`src/sv/hoff_pkg.sv`:
```
// ----------------------------------------------------------------------------
// hoff_pkg: heater off safety timeout shared types
// Request codes, input and result word layouts, register indexes.
// ----------------------------------------------------------------------------
package hoff_pkg;

  localparam int unsigned HeaterCount = 3;
  localparam int unsigned PinWidth    = 3;

  localparam logic [7:0] PinMask = 8'((1 << HeaterCount) - 1);

  localparam logic [31:0] TimeoutReset = 32'd1000;
  localparam logic [31:0] ElapsedMax   = 32'hFFFF_FFFF;
  localparam logic [15:0] TripsMax     = 16'hFFFF;

  typedef enum logic [1:0] {
    ReqTick   = 2'd0,
    ReqUpdate = 2'd1,
    ReqCheck  = 2'd2,
    ReqReset  = 2'd3
  } req_e;

  typedef enum logic [0:0] {
    CfgTimeout  = 1'b0,
    CfgInverted = 1'b1
  } cfg_idx_e;

  typedef struct packed {
    req_e                  req_type;
    logic [1:0]            level_req;
    logic [PinWidth-1:0]   pin_states;
  } in_t;

  typedef struct packed {
    logic        timer_on;
    logic        timeout_fired;
    logic        timeout_latched;
    logic        safe_status;
    logic        pins_off;
    logic [31:0] elapsed_cnt;
    logic [31:0] remain_cnt;
    logic [15:0] trip_count;
  } out_t;

endpackage

```
`src/sv/heater_off_safety_timeout.sv`:
```
// ----------------------------------------------------------------------------
// heater_off_safety_timeout: heater switch-off watchdog
// Result words are registered in a two-entry output buffer, a result register
// plus a skid register, which keeps the input open while one result is stalled.
// Throughput: one word per cycle while the skid register is empty.
// Reset: timer disarmed, trip flag and counters cleared, timeout 1000 ms,
// normal pin polarity; result buffer empty.
// ----------------------------------------------------------------------------
module heater_off_safety_timeout
  import hoff_pkg::*;
(
  input  logic        clk_i,
  input  logic        rst_ni,

  input  logic        in_valid_i,
  output logic        in_stall_o,
  input  in_t         in_word_i,

  output logic        out_valid_o,
  input  logic        out_stall_i,
  output out_t        out_word_o,

  input  logic        cfg_we_i,
  input  cfg_idx_e    cfg_idx_i,
  input  logic [31:0] cfg_data_i
);

  logic [31:0] timeout_q;
  logic        inverted_q;

  logic        armed_q, armed_d;
  logic        tripped_q, tripped_d;
  logic [31:0] elapsed_q, elapsed_d;
  logic [15:0] trips_q, trips_d;

  logic        main_vld_q, main_vld_d;
  logic        skid_vld_q, skid_vld_d;
  out_t        main_q, main_d;
  out_t        skid_q, skid_d;

  logic        accept;
  logic        out_pop;
  logic        main_free;

  logic [7:0]  pins;
  logic        off;
  logic        fired;
  logic        expired_now;
  logic        below_timeout;
  out_t        result;

  assign in_stall_o  = skid_vld_q;
  assign accept      = in_valid_i & ~skid_vld_q;
  assign out_pop     = main_vld_q & ~out_stall_i;
  assign main_free   = ~main_vld_q | out_pop;
  assign out_valid_o = main_vld_q;
  assign out_word_o  = main_q;

  always_comb begin
    pins = {{(8 - PinWidth){1'b0}}, in_word_i.pin_states} & PinMask;
    off  = inverted_q ? (pins == PinMask) : (pins == 8'd0);

    armed_d     = armed_q;
    tripped_d   = tripped_q;
    elapsed_d   = elapsed_q;
    trips_d     = trips_q;
    fired       = 1'b0;
    expired_now = armed_q && (elapsed_q >= timeout_q);

    unique case (in_word_i.req_type)
      ReqTick: begin
        if (armed_q && elapsed_q != ElapsedMax) elapsed_d = elapsed_q + 32'd1;
      end
      ReqUpdate: begin
        if (in_word_i.level_req == 2'd0 && !armed_q) begin
          armed_d   = 1'b1;
          elapsed_d = '0;
          tripped_d = 1'b0;
        end
      end
      ReqCheck: begin
        if (!tripped_q && expired_now) begin
          if (off) begin
            armed_d = 1'b0;
          end else begin
            tripped_d = 1'b1;
            fired     = 1'b1;
            if (trips_q != TripsMax) trips_d = trips_q + 16'd1;
          end
        end
      end
      ReqReset: begin
        if (off) begin
          armed_d   = 1'b0;
          tripped_d = 1'b0;
        end
      end
      default: ;
    endcase

    below_timeout = elapsed_d < timeout_q;

    result.timer_on        = armed_d;
    result.timeout_fired   = fired;
    result.timeout_latched = tripped_d;
    result.safe_status     = ~(armed_d & ~below_timeout & ~off);
    result.pins_off        = off;
    result.elapsed_cnt     = armed_d ? elapsed_d : '0;
    result.remain_cnt      = (armed_d && below_timeout) ? (timeout_q - elapsed_d) : '0;
    result.trip_count      = trips_d;
  end

  always_comb begin
    main_vld_d = main_vld_q;
    main_d     = main_q;
    skid_vld_d = skid_vld_q;
    skid_d     = skid_q;

    if (main_free) begin
      main_vld_d = skid_vld_q | accept;
      if (skid_vld_q) begin
        main_d     = skid_q;
        skid_vld_d = 1'b0;
      end else if (accept) begin
        main_d = result;
      end
    end else if (accept) begin
      skid_vld_d = 1'b1;
      skid_d     = result;
    end
  end

  always_ff @(posedge clk_i or negedge rst_ni) begin
    if (!rst_ni) begin
      timeout_q  <= TimeoutReset;
      inverted_q <= 1'b0;
      armed_q    <= 1'b0;
      tripped_q  <= 1'b0;
      elapsed_q  <= '0;
      trips_q    <= '0;
      main_vld_q <= 1'b0;
      skid_vld_q <= 1'b0;
    end else begin
      if (cfg_we_i) begin
        unique case (cfg_idx_i)
          CfgTimeout:  timeout_q  <= cfg_data_i;
          CfgInverted: inverted_q <= cfg_data_i[0];
          default: ;
        endcase
      end
      if (accept) begin
        armed_q   <= armed_d;
        tripped_q <= tripped_d;
        elapsed_q <= elapsed_d;
        trips_q   <= trips_d;
      end
      main_vld_q <= main_vld_d;
      skid_vld_q <= skid_vld_d;
    end
  end

  always_ff @(posedge clk_i) begin
    main_q <= main_d;
    skid_q <= skid_d;
  end

endmodule
```
`config.mk`:
```
export PLATFORM = sky130hd
export DESIGN_NAME = heater_off_safety_timeout
export DESIGN_NICKNAME = d
export VERILOG_FILES = /design/src/sv/hoff_pkg.sv /design/src/sv/heater_off_safety_timeout.sv
export SDC_FILE = /design/constraint.sdc
export NUM_CORES = 1
export LEC_CHECK = 0
export BUFFER_PORTS_ARGS = -buffer_cell sky130_fd_sc_hd__buf_2
export CAP_MARGIN = 5
export CORE_MARGIN = 4
export CORE_UTILIZATION = 35
export DETAILED_ROUTE_END_ITERATION = 16
export PLACE_DENSITY = 0.52
export SLEW_MARGIN = 10
export SYNTH_ARGS = -nofsm -noshare
export SYNTH_HDL_FRONTEND = slang
export SYNTH_SLANG_ARGS = --single-unit
```
`constraint.sdc`:
```
create_clock -name clk_i -period 5.4 [get_ports clk_i]
set_input_delay 0.54 -clock clk_i [delete_from_list [all_inputs] [get_ports clk_i]]
set_output_delay 0.54 -clock clk_i [all_outputs]
set_load 0.01 [all_outputs]
```
# Word-level counts from Yosys, hierarchy flattened
# Index checks and enable logic that the tools add are counted.
dict set report totals {
  register_bits 255
  input_bits 45
  output_inout_bits 87
}
dict set report op_classes {
  add_sub_neg 3
  n_lt_le_gt_ge 2
  eq_ne 6
  muxes 26
  bitwise 14
  reduce_logical 16
}
# cell n
set op_table {}
lappend op_table {{$mux 85} 2}
lappend op_table {{$mux 32} 4}
lappend op_table {{$mux 16} 4}
lappend op_table {{$pmux 32 s2} 1}
lappend op_table {{$add 32x1->32 const B} 1}
lappend op_table {{$ge 32x32->1} 1}
lappend op_table {{$lt 32x32->1} 1}
lappend op_table {{$ne 32x32->1 const B} 1}
lappend op_table {{$sub 32x32->32} 1}
lappend op_table {{$add 16x1->16 const B} 1}
lappend op_table {{$ne 16x16->1 const B} 1}
lappend op_table {{$mux 1} 13}
lappend op_table {{$logic_not 8->1} 1}
lappend op_table {{$not 1->1} 8}
lappend op_table {{$reduce_and 2->1} 4}
lappend op_table {{$pmux 1 s3} 2}
lappend op_table {{$logic_and 1x1->1} 5}
lappend op_table {{$and 1x1->1} 4}
lappend op_table {{$eq 2x2->1 const B} 2}
lappend op_table {{$logic_not 2->1} 2}
lappend op_table {{$reduce_bool 2->1} 2}
lappend op_table {{$eq 3x3->1 const B} 1}
lappend op_table {{$eq 2x1->1 const B} 1}
lappend op_table {{$logic_not 1->1} 2}
lappend op_table {{$or 1x1->1} 2}

# Logic depth before layout (Yosys ltp)
# Gate-level depths: netlist of the first run.
dict set report depth {
  depth_word 11
  mapped_depth 22
  ltp_nobuf 17
}

# Least setup slack after synthesis of the first run
# No wires, ideal clock.
dict set report synth_timing {
  kind {reg-to-reg}
  startpoint {reg skid_vld_q (netlist: in_stall_o)}
  endpoint {reg main_q (netlist bit out_word_o[0]), enable pin}
  arrival_ns 5.208
  t_required_ns 4.844
  path_slack_ns -0.364
  stages_incl_launch_ff 5
  path_buffers 2
  cell_sequence {dfrtp_1 clkbuf_1 clkbuf_1 nor2_1 a21oi_1}
}
dict set report synth_via {
  elab_chain_len 4
}
# item line_no
set synth_rtl {}
lappend synth_rtl {{start, declared} heater_off_safety_timeout.sv:37} ;# logic skid_vld_q, skid_vld_d;
lappend synth_rtl {{start signal, assigned} heater_off_safety_timeout.sv:158} ;# skid_vld_q <= skid_vld_d;
lappend synth_rtl {{$not 1->1} heater_off_safety_timeout.sv:53} ;# assign accept = in_valid_i & ~skid_vld_q;
lappend synth_rtl {{$and 1x1->1} heater_off_safety_timeout.sv:53}
lappend synth_rtl {{$reduce_bool 2->1 (no source line) (*)} --}
lappend synth_rtl {{$reduce_and 2->1 (no source line) (*)} --}
lappend synth_rtl {{end signal, assigned} heater_off_safety_timeout.sv:163} ;# main_q <= main_d;
lappend synth_rtl {{end, declared} heater_off_safety_timeout.sv:38} ;# out_t main_q, main_d;
# Every way passes the cells marked *; elsewhere a longest branch is shown, timed or not.
# A chain may end at the register's enable or synchronous reset.

# Worst setup path after layout of the first run
dict set report layout_timing {
  startpoint {reg elapsed_q[4]}
  endpoint {reg main_q (netlist bit out_word_o[47]) (data pin)}
}
dict set report layout_via {
  elab_chain_len 9
  elab_cells_between_ends 17
}
# item line_no
set layout_rtl {}
lappend layout_rtl {{start, declared} heater_off_safety_timeout.sv:33} ;# logic [31:0] elapsed_q, elapsed_d;
lappend layout_rtl {{start signal, assigned} heater_off_safety_timeout.sv:154} ;# elapsed_q <= elapsed_d;
lappend layout_rtl {{parallel branches: the longest is 6 deep, another holds $add 32x1->32} --}
lappend layout_rtl {{$mux 32 (*)} heater_off_safety_timeout.sv:109} ;# result.remain_cnt = (armed_d && below_timeout) ? (timeout_q - elapsed_d) : '0;
lappend layout_rtl {{$mux 85 (*)} heater_off_safety_timeout.sv:124} ;# end else if (accept) begin
lappend layout_rtl {{$mux 85 (*)} heater_off_safety_timeout.sv:121} ;# if (skid_vld_q) begin
# Every way passes the cells marked *. The select of a mux whose other input is x is not followed.

==> impl_metrics.csv, run 1 <==
group,metric,value,unit
placed_design,place_congestion,0.923,
routing,via_count,10800,
sta,clock.fmax,0.199,GHz
routing,wl_per_cell,18.8,microns
grt,grt_max_degree,96,
sta,hold_viol,0,
placed_design,port_buffers,131,
synthesis,ys_ff_latch,255,
floorplan,initial_utilization,0.357,
synthesis,synth-seq-area-share,0.521,
placed_design,hpwlAfterDp,27300,microns
synthesis,avgSynthCellArea,9.98,sq um
layout,fillers,3874,
clock_tree,numCtsBuffers,29,
layout,nets,1630,
power_and_ir_drop,leakagePower,6.40,nW
floorplan,fp.dieArea,42900,sq um
placed_design,dp_slack,0.277,ns
synthesis,synth_compound_area_frac,0.165,
setup_path,path_class,"register to register",
setup_path,end_kind,"register",
grt,antenna_found_initial,2,
sta,worst_slack,0.371,ns
clock_tree,cts_num_sinks,255,
setup_path,critPathMaxFanout,8,
sta,relSlewSlack,0.291,
grt,gr-total-overflow,0,
layout,layout-drive-gt1-share,0.172,
power_and_ir_drop,p_per_area,339,nW/um^2
synthesis,muxShareOfSynthArea,0.0114,
sta,setup-tns-final,0,ns
synthesis,synth-main-ff-cell,"edfxtp_1",
synthesis,synth_edf_count,170,
routing,via_per_inst,5.25,
clock_tree,clk_latency,0.58,ns
setup_path,setup.worst_path.start_class,"register",
layout,synthToLayoutAreaGrowth,16.8,%
sta,worst_slew_pin_slew,1.06,ns
power_and_ir_drop,ir_drop,0.000245,V
clock_tree,cts_tree,"done",
sta,rsz0062_at_grt,"false",
synthesis,synthDistinctLibCells,75,
synthesis,async_flop_share,0.333,
clock_tree,clock_path_buffers,3,
synthesis,syn_inst,1391,
sta,post-route-min-period,5.03,ns
synthesis,synth_xor_area_frac,0.0259,
sta,finalSetupViolCount,0,
clock_tree,h-tree-depth,1,
floorplan,core.rowCount,72,
status,status,"completed",
grt,first_global_vias,10400,
routing,wl,38700,microns
placed_design,dpl.cell_count,2003,
synthesis,synthTopCellsByArea,"edfxtp_1 (37%), dfrtp_1 (14%), ha_1 (5.9%), nand2_1 (5.5%), o21ai_0 (4.1%)",
floorplan,die_w,207,microns
synthesis,synth_top_area_frac,0.368,
floorplan,ios,132,
synthesis,syn-num-nets,1503,
synthesis,yosys.area.top_type,"edfxtp_1",
routing,dr.first_iter.drc_count,747,
setup_path,worst_ep_arrival_time,5.40,ns
synthesis,ys_warn_count,0,
clock_tree,ctsRootBufferMaster,"clkbuf_16",
grt,grt_pass1_wl,60700,microns
layout,finalNonFillerCells,2062,
floorplan,fp.dieH,207,microns
sta,period_share,0.931,
clock_tree,path_clk_slew,0.06,ns
hold_path,worstHoldPathType,"primary input to register",
synthesis,syn_area,13900,sq um
grt,grt_use_total,0.173,
sta,final_max_slew_viol_count,0,
routing,post-route-drc-count,0,
routing,drt_pre_antenna_iters,7,
synthesis,synth_top_family_by_area,"simple AND/OR/NAND/NOR gates",
job,cap_violations,0,
synthesis,synth_fa_ha_area_frac,0.0609,
routing,ant_nets,0,
setup_path,required,5.77,ns
floorplan,core,38900,sq um
sta,finClkSkew,0.0117,ns
synthesis,synth-simple-area-share,0.175,
[metrics by stage]
step | util | hold WS (ns) | total power (W) | cell area, sq um
CTS | 0.415 | 0.140 | 0.00558 | 16200
global placement | 0.392 | 0.414 | 0.00360 | 15200
floorplan | - | 0.244 | 0.00319 | 13900
global route | 0.417 | 0.172 | 0.00581 | 16200
finish | 0.417 | 0.166 | 0.00550 | 16200
detailed placement | 0.392 | 0.418 | 0.00361 | 15200
[critical path, cell delays in order, from the launching register on]
cell and delay, ns:
dfrtp_1 0.44, and4_1 0.30, and4_1 0.26, and4b_2 0.29
buf_4 0.17, or3_1 0.40, o21ai_0 0.20, nand2_1 0.07
a21oi_1 0.23, ha_1 0.36, a21oi_1 0.20, o21ai_0 0.22
a2111oi_1 0.57, nand2_1 0.14, o2111ai_1 0.30, a21boi_0 0.18
o21a_1 0.23, o41ai_1 0.26
[power by group]
group          internal, W  leakage, nW  switching (W)
registers          0.00231         2.71      0.0000799
clock network      0.00110        0.440       0.000836
logic             0.000416         3.25       0.000752
total              0.00383         6.40        0.00167
[Yosys cell counts, drive strengths merged (10+ instances only)]
cell      n
clkbuf   65
nand2   202
and3     16
ha       66
edfxtp  170
inv      61
dfrtp    79
o21ai   117
o21a     14
o31ai    64
xor2     13
nand2b   15
buf      14
nand4    29
a21o     10
nor3     26
a21oi    59
xnor2    28
mux2     12
nor2    120
a31oi    17
nor4     19
nand3    42
[cell usage in the layout, fill, tap and decap left out, drive strengths merged, types with 6 or more instances in the layout]
| cell type | n |
|---|---|
| xnor2 | 28 |
| nand2 | 202 |
| and3 | 16 |
| a21o | 10 |
| nand3 | 42 |
| clkbuf | 38 |
| a211oi | 8 |
| ha | 66 |
| o211ai | 8 |
| dfrtp | 79 |
| a21oi | 59 |
| xor2 | 13 |
| nor4 | 19 |
| a31oi | 17 |
| nor2 | 120 |
| clkinv | 11 |
| nand2b | 15 |
| inv | 62 |
| buf | 174 |
| or3 | 6 |
| o21bai | 6 |
| a211o | 6 |
| and2 | 7 |
| o31a | 6 |
| edfxtp | 170 |
| nor3 | 26 |
| nand4 | 29 |
| o21ai | 117 |
| nor2b | 9 |
| mux2 | 12 |
| or2 | 7 |
| dfstp | 6 |
| o21a | 14 |
| o31ai | 64 |
[final cells by class]
class	instances	area [sq um]	area share
Antenna cell	3	7.51	0.000463
Clock buffer	38	769	0.0475
Clock inverter	16	146	0.00903
Inverter	62	233	0.0144
Multi-Input combinational cell	995	6160	0.380
Sequential cell	255	7240	0.447
Tap cell	518	648	0.0400
Timing Repair Buffer	175	1000	0.0619
[per-layer routing]
metal / GRT usage / share of wire / routed length (microns) / vias to the layer above
li1: - / - / - / 5364
met1: 0.240 / 0.46 / 17800 / 5166
met2: 0.283 / 0.47 / 18100 / 236
met3: 0.0236 / 0.041 / 1600 / 63
met4: 0.0575 / 0.032 / 1230 / 0
met5: 0 / 0 / 0 / -
[registers in the layout, summed over array words and instances, names as in the netlist]
signal / flops
out_valid_o: 1
elapsed_q: 32
timeout_q: 32
tripped_q: 1
in_stall_o: 1
trips_q: 16
out_word_o: 85
armed_q: 1
inverted_q: 1
skid_q: 85
[final timing paths]
| check | slack (ns) | cells past startpoint | startpoint | to |
|---|---|---|---|---|
| setup / recovery | 0.37 | 17 | elapsed_q[4] | out_word_o[47] |
| hold / removal | 0.17 | 3 | cfg_data_i[19] | timeout_q[19] |
| setup reg to reg | 0.37 | 17 | elapsed_q[4] | out_word_o[47] |
| hold reg to reg | 0.52 | 2 | skid_q[22] | out_word_o[22] |
| max in group asynchronous | 3.74 | 3 | rst_ni | elapsed_q[5] |
| min in group asynchronous | 0.36 | 2 | rst_ni | in_stall_o |
[logic make-up (layout without fill, tap and decap cells)]
group | after synthesis | count (layout)
buffers and inverters | 141 | 291
other | 0 | 3
xor gates and xnor gates | 41 | 41
AOI/OAI and AO/OA | 357 | 357
and+or+nand+nor | 516 | 516
DFF | 255 | 255
adders and majority gates | 67 | 67
muxes | 14 | 14
[timing repair]
action,in CTS,in global routing
buffers inserted,0,1
hold buffers,1,0
gates resized for setup,0,8
setup endpoints to repair,0,43
endpoints found under the hold margin,10,0
Note: power is estimated with default switching activity, not from simulation.
==> inputs of run 2 (changes only) <==
--- a/config.mk
+++ b/config.mk
@@ -8,9 +8,9 @@
 export BUFFER_PORTS_ARGS = -buffer_cell sky130_fd_sc_hd__buf_2
 export CAP_MARGIN = 5
 export CORE_MARGIN = 4
-export CORE_UTILIZATION = 35
+export CORE_UTILIZATION = 50
 export DETAILED_ROUTE_END_ITERATION = 16
-export PLACE_DENSITY = 0.52
+export PLACE_DENSITY = 0.7
 export SLEW_MARGIN = 10
 export SYNTH_ARGS = -nofsm -noshare
 export SYNTH_HDL_FRONTEND = slang
==> run 2 against run 1 <==
  * Die area fell by 29%
  * Sequential power about the same
  * Global-route usage up 5.6 points
  * Via count is 1.2% higher
  * Critical path type unchanged
  * Critical endpoint is now out_word_o[42]
==> impl_metrics.csv, run 2 (synthesized netlist as in run 1, its figures left out) <==
group,metric,value,unit
floorplan,fp.dieArea,30500,sq um
layout,fillers,2325,
routing,wl_per_cell,18.6,microns
routing,ant_nets,0,
routing,post-route-drc-count,0,
floorplan,core.rowCount,60,
clock_tree,cts_num_sinks,255,
routing,wl,35400,microns
grt,grt-busiest-layer,"met2",
layout,synthToLayoutAreaGrowth,14.7,%
routing,dr.first_iter.drc_count,966,
routing,drt_pre_antenna_iters,5,
grt,use_met3,0.0348,
grt,met2_usage,0.369,
power_and_ir_drop,combPwrFrac,0.216,
power_and_ir_drop,intPower,0.00382,W
status,status,"completed",
sta,period_share,0.934,
placed_design,place_congestion,0.914,
sta,finalSetupViolCount,0,
floorplan,die_w,175,microns
sta,worst_slew_pin_slew,1.06,ns
clock_tree,h-tree-depth,1,
sta,finClkSkew,0.00923,ns
grt,antenna_found_initial,2,
sta,setup-tns-final,0,ns
clock_tree,path_clk_slew,0.06,ns
clock_tree,post_cts_buffers,0,
power_and_ir_drop,ir_drop,0.000216,V
routing,via_per_inst,5.75,
layout,final_area,15900,sq um
power_and_ir_drop,p_per_area,339,nW/um^2
clock_tree,ctsRootBufferMaster,"clkbuf_16",
sta,post-route-min-period,5.04,ns
grt,gr-total-overflow,0,
grt,grt_pass1_wl,57000,microns
power_and_ir_drop,pwr-share-clk,0.341,
power_and_ir_drop,sw_frac_of_total,0.293,
sta,final_max_slew_viol_count,0,
grt,global_route.usage.met1,0.323,
placed_design,placed_cell_area,15000,sq um
power_and_ir_drop,leakagePower,6.35,nW
setup_path,path_class,"register to register",
floorplan,fp.dieH,175,microns
power_and_ir_drop,netSwitchingPower,0.00158,W
job,cap_violations,0,
grt,first_global_vias,10500,
grt,grt_use_total,0.229,
layout,mostFrequentLayoutCells,"nand2_1 (201), edfxtp_1 (170), buf_2 (130), nor2_1 (118), o21ai_0 (114)",
placed_design,port_buffers,131,
layout,nets,1623,
sta,clock.fmax,0.198,GHz
setup_path,worst_ep_arrival_time,5.29,ns
hold_path,worstHoldPathType,"primary input to register",
sta,relSlewSlack,0.294,
layout,final_common_cell,"nand2_1",
floorplan,ios,132,
setup_path,critPathMaxFanout,22,
setup_path,end_kind,"register",
sta,hold_viol,0,
floorplan,core,27100,sq um
clock_tree,numCtsBuffers,27,
setup_path,setup.worst_path.start_class,"register",
clock_tree,cts_tree,"done",
clock_tree,clk_latency,0.54,ns
grt,grt_max_degree,105,
placed_design,hpwlAfterDp,25100,microns
sta,rsz0062_at_grt,"false",
power_and_ir_drop,seqPwrFrac,0.443,
floorplan,initial_utilization,0.512,
routing,via_count,11000,
clock_tree,clock_path_buffers,3,
layout,layout-drive-gt1-share,0.167,
setup_path,required,5.65,ns
## run 2: per-layer routing
metal / part of all wire / wire [microns] / vias to the layer above
met3: 0.058 / 2060 / 65
li1: - / - / 5332
met5: 0 / 0 / -
met1: 0.45 / 16000 / 5237
met2: 0.46 / 16300 / 329
met4: 0.031 / 1100 / 0
## run 2: power groups by stage
stage               Clock [W]  Combinational (W)  Sequential (W)
CTS                   0.00187            0.00117         0.00239
global placement            0            0.00115         0.00242
detailed placement          0            0.00116         0.00243
global route          0.00197            0.00130         0.00241
finish                0.00184            0.00117         0.00239
floorplan                   0           0.000736         0.00245
## run 2: cell type report
cell class                 count  area [sq um]  share of cell area
antenna                        2          5.00            0.000314
clock buffer                  38           737              0.0463
clock inverter                11           129             0.00809
inverter                      62           233              0.0146
multi-input combinational    995          6150               0.386
sequential                   255          7240               0.455
tap                          372           465              0.0292
timing repair buffer         170           966              0.0607
## run 2: critical path: stages (launching register included)
cell and delay (ns):
dfrtp_1 0.45, and4_1 0.36, nand3_1 0.12, or4_4 0.53
nor3_1 0.16, buf_4 0.18, and3_1 0.16, o21ai_0 0.07
a21oi_1 0.41, ha_1 0.39, a21oi_1 0.17, o21bai_1 0.08
a21o_1 0.21, a2111oi_0 0.50, o21bai_1 0.14, o21ba_2 0.25
nand2b_4 0.23, buf_4 0.25, o31ai_1 0.09
## run 2: worst paths after layout
path | from | endpoint | slack (ns) | depth (start not counted)
hold / removal | cfg_data_i[20] | timeout_q[20] | 0.21 | 3
min in group asynchronous | rst_ni | inverted_q | 0.52 | 2
setup reg to reg | elapsed_q[3] | out_word_o[42] | 0.36 | 18
setup / recovery | elapsed_q[3] | out_word_o[42] | 0.36 | 18
max in group asynchronous | rst_ni | timeout_q[13] | 3.77 | 3
hold reg to reg | skid_q[50] | out_word_o[50] | 0.52 | 2
## run 2: what timing repair did
item                                    CTS  global route
hold buffers                              1             0
resized for setup                         0             5
endpoints found under the hold margin     3             0
endpoints found under the setup margin    0            57
## run 2: metrics by stage
stage	setup slack, ns	instances	hold slack [ns]	total power (W)	util
2_1_floorplan	0.424	1391	0.244	0.00319	-
3_3_place_gp	0.440	1853	0.502	0.00357	0.555
3_5_place_dp	0.215	1853	0.509	0.00359	0.555
4_1_cts	0.212	1903	0.195	0.00543	0.587
5_1_grt	0.0398	1905	0.202	0.00567	0.588
6_report	0.356	1905	0.214	0.00540	0.588
==> inputs of run 3 (changes only) <==
--- a/config.mk
+++ b/config.mk
@@ -5,12 +5,13 @@
 export SDC_FILE = /design/constraint.sdc
 export NUM_CORES = 1
 export LEC_CHECK = 0
+export ABC_CLOCK_PERIOD_IN_PS = 4700
 export BUFFER_PORTS_ARGS = -buffer_cell sky130_fd_sc_hd__buf_2
 export CAP_MARGIN = 5
 export CORE_MARGIN = 4
 export CORE_UTILIZATION = 50
 export DETAILED_ROUTE_END_ITERATION = 16
-export PLACE_DENSITY = 0.7
+export PLACE_DENSITY = 0.67
 export SLEW_MARGIN = 10
 export SYNTH_ARGS = -nofsm -noshare
 export SYNTH_HDL_FRONTEND = slang
==> constraint.sdc (replaced) <==
create_clock -name clk_i -period 4.7 [get_ports clk_i]
set_input_delay 0.47 -clock clk_i [delete_from_list [all_inputs] [get_ports clk_i]]
set_output_delay 0.47 -clock clk_i [all_outputs]
set_load 0.01 [all_outputs]
==> run 3 against run 2 <==
  * Critical path depth unchanged
  * Register-to-register slack worse by 0.19 ns
  * Core utilization is 2.8 points higher
  * Clock skew is 0.00090 ns higher
==> impl_metrics.csv, run 3 (synthesized netlist as in run 1, its figures left out) <==
group,metric,value,unit
clock_tree,h-tree-depth,1,
routing,dr.first_iter.drc_count,1014,
routing,ant_nets,0,
clock_tree,numCtsBuffers,27,
routing,wl_per_cell,18.5,microns
floorplan,fp.dieH,175,microns
layout,layout-drive-gt1-share,0.225,
placed_design,port_buffers,131,
floorplan,initial_utilization,0.512,
layout,final_common_cell,"nand2_1",
clock_tree,cts_tree,"done",
setup_path,r2r-start,"elapsed_q[1]",
hold_path,worstHoldPathType,"primary input to register",
setup_path,reg2reg_setup_slack,0.17,ns
grt,gr-total-overflow,0,
layout,fillers,2274,
setup_path,setup.worst_path.start_class,"register",
setup_path,reg2reg_to,"out_word_o[46]",
setup_path,r2r_cells,18,
hold_path,whs_endpoint,"timeout_q[23]",
grt,grt_max_degree,83,
clock_tree,cts_num_sinks,255,
grt,first_global_vias,10700,
job,cap_violations,0,
clock_tree,clk_latency,0.54,ns
power_and_ir_drop,seqPwrFrac,0.439,
status,status,"completed",
sta,period_share,0.964,
setup_path,required,4.96,ns
placed_design,place_congestion,0.951,
sta,whs,0.135,ns
placed_design,placed_cell_area,15600,sq um
sta,setup-tns-final,0,ns
routing,wl,36800,microns
sta,relSlewSlack,0.374,
routing,post-route-drc-count,0,
power_and_ir_drop,leakagePower,6.79,nW
power_and_ir_drop,pwr-share-clk,0.316,
placed_design,dpl.cell_count,1925,
routing,via_per_inst,5.73,
layout,nets,1703,
setup_path,path_class,"register to register",
grt,antenna_found_initial,2,
floorplan,fp.dieArea,30500,sq um
sta,hold_viol,0,
floorplan,ios,132,
clock_tree,clock_path_buffers,3,
power_and_ir_drop,p_per_area,375,nW/um^2
floorplan,core.rowCount,60,
power_and_ir_drop,ir_drop,0.000241,V
routing,drt_pre_antenna_iters,6,
layout,final_area,16700,sq um
clock_tree,ctsRootBufferMaster,"clkbuf_16",
clock_tree,path_clk_slew,0.06,ns
sta,finClkSkew,0.0101,ns
power_and_ir_drop,sw_frac_of_total,0.306,
layout,finalNonFillerCells,1986,
sta,clock.fmax,0.221,GHz
floorplan,core,27100,sq um
floorplan,die_w,175,microns
power_and_ir_drop,intPower,0.00434,W
grt,grt_use_total,0.230,
hold_path,min_from,"cfg_data_i[23]",
power_and_ir_drop,netSwitchingPower,0.00192,W
setup_path,end_kind,"register",
sta,final_max_slew_viol_count,0,
power_and_ir_drop,combPwrFrac,0.245,
layout,mostFrequentLayoutCells,"nand2_1 (201), edfxtp_1 (170), buf_2 (130), nor2_1 (117), buf_4 (114)",
placed_design,hpwlAfterDp,26100,microns
setup_path,critPathMaxFanout,20,
sta,finalSetupViolCount,0,
routing,via_count,11400,
layout,synthToLayoutAreaGrowth,20.2,%
sta,worst_slew_pin_slew,0.937,ns
hold_path,min_path_cells,3,
sta,post-route-min-period,4.53,ns
setup_path,worst_ep_arrival_time,4.79,ns
grt,grt_pass1_wl,57700,microns
## run 3: stage by stage
step           setup slack, ns  utilization  total power (W)
6_report                 0.169        0.616          0.00626
2_1_floorplan            0.125            -          0.00366
3_5_place_dp            0.0408        0.575          0.00421
4_1_cts                0.00924        0.605          0.00619
3_3_place_gp            0.0789        0.575          0.00419
5_1_grt                -0.0385        0.616          0.00654
## run 3: worst max-delay path by stage
stage | from | endpoint | slack (ns) | cells after the start
after detailed placement | elapsed_q[15] | out_word_o[37] | 0.04 | 18
after global routing | elapsed_q[22] | out_word_o[36] | -0.04 | 20
after floorplan | elapsed_q[8] | skid_q[42] | 0.12 | 20
after global placement | elapsed_q[25] | out_word_o[45] | 0.08 | 19
final | elapsed_q[1] | out_word_o[46] | 0.17 | 18
after CTS | elapsed_q[17] | out_word_o[37] | 0.009 | 18
## run 3: layer usage
layer | part of all wire | vias to the layer above | track usage
li1 | - | 5512 | -
met1 | 0.45 | 5452 | 0.332
met2 | 0.47 | 353 | 0.378
met3 | 0.050 | 54 | 0.0275
met4 | 0.023 | 0 | 0.0524
met5 | 0 | - | 0
## run 3: worst max-delay path: stages, from the launching register on
cell	delay (ns)
dfrtp_1	0.35
buf_4	0.15
and2_1	0.20
nand2_1	0.08
or4_4	0.52
or4b_4	0.61
nor4b_4	0.23
a21oi_1	0.09
ha_1	0.30
a21oi_1	0.16
o21bai_1	0.08
a21o_1	0.20
a2111oi_4	0.35
o21bai_1	0.11
o21ba_2	0.25
nand2b_4	0.15
buf_12	0.16
buf_12	0.15
o31ai_1	0.08
## run 3: area by class of cell
cell class	count	area, sq um	area share
inverters	62	233	0.0139
clock inverters	16	90.1	0.00540
flip-flops and latches	255	7240	0.434
clock buffers	34	722	0.0433
well taps	372	465	0.0279
diodes	2	5.00	0.000300
repair buffers	250	1620	0.0969
multi-input cells	995	6320	0.378
## run 3: timing repair
| item | CTS | global route |
|---|---|---|
| endpoints found under the setup margin | 0 | 64 |
| buffers inserted | 0 | 6 |
| resized for setup | 0 | 38 |
| hold endpoints to repair | 37 | 0 |
| hold buffers | 1 | 0 |
## run 3: power groups by stage
stage	combinational (W)	clock (W)	sequential (W)
after detailed placement	0.00142	0	0.00279
final	0.00154	0.00198	0.00275
after global placement	0.00140	0	0.00278
after global routing	0.00168	0.00210	0.00276
after CTS	0.00143	0.00202	0.00275
after floorplan	0.000846	0	0.00282
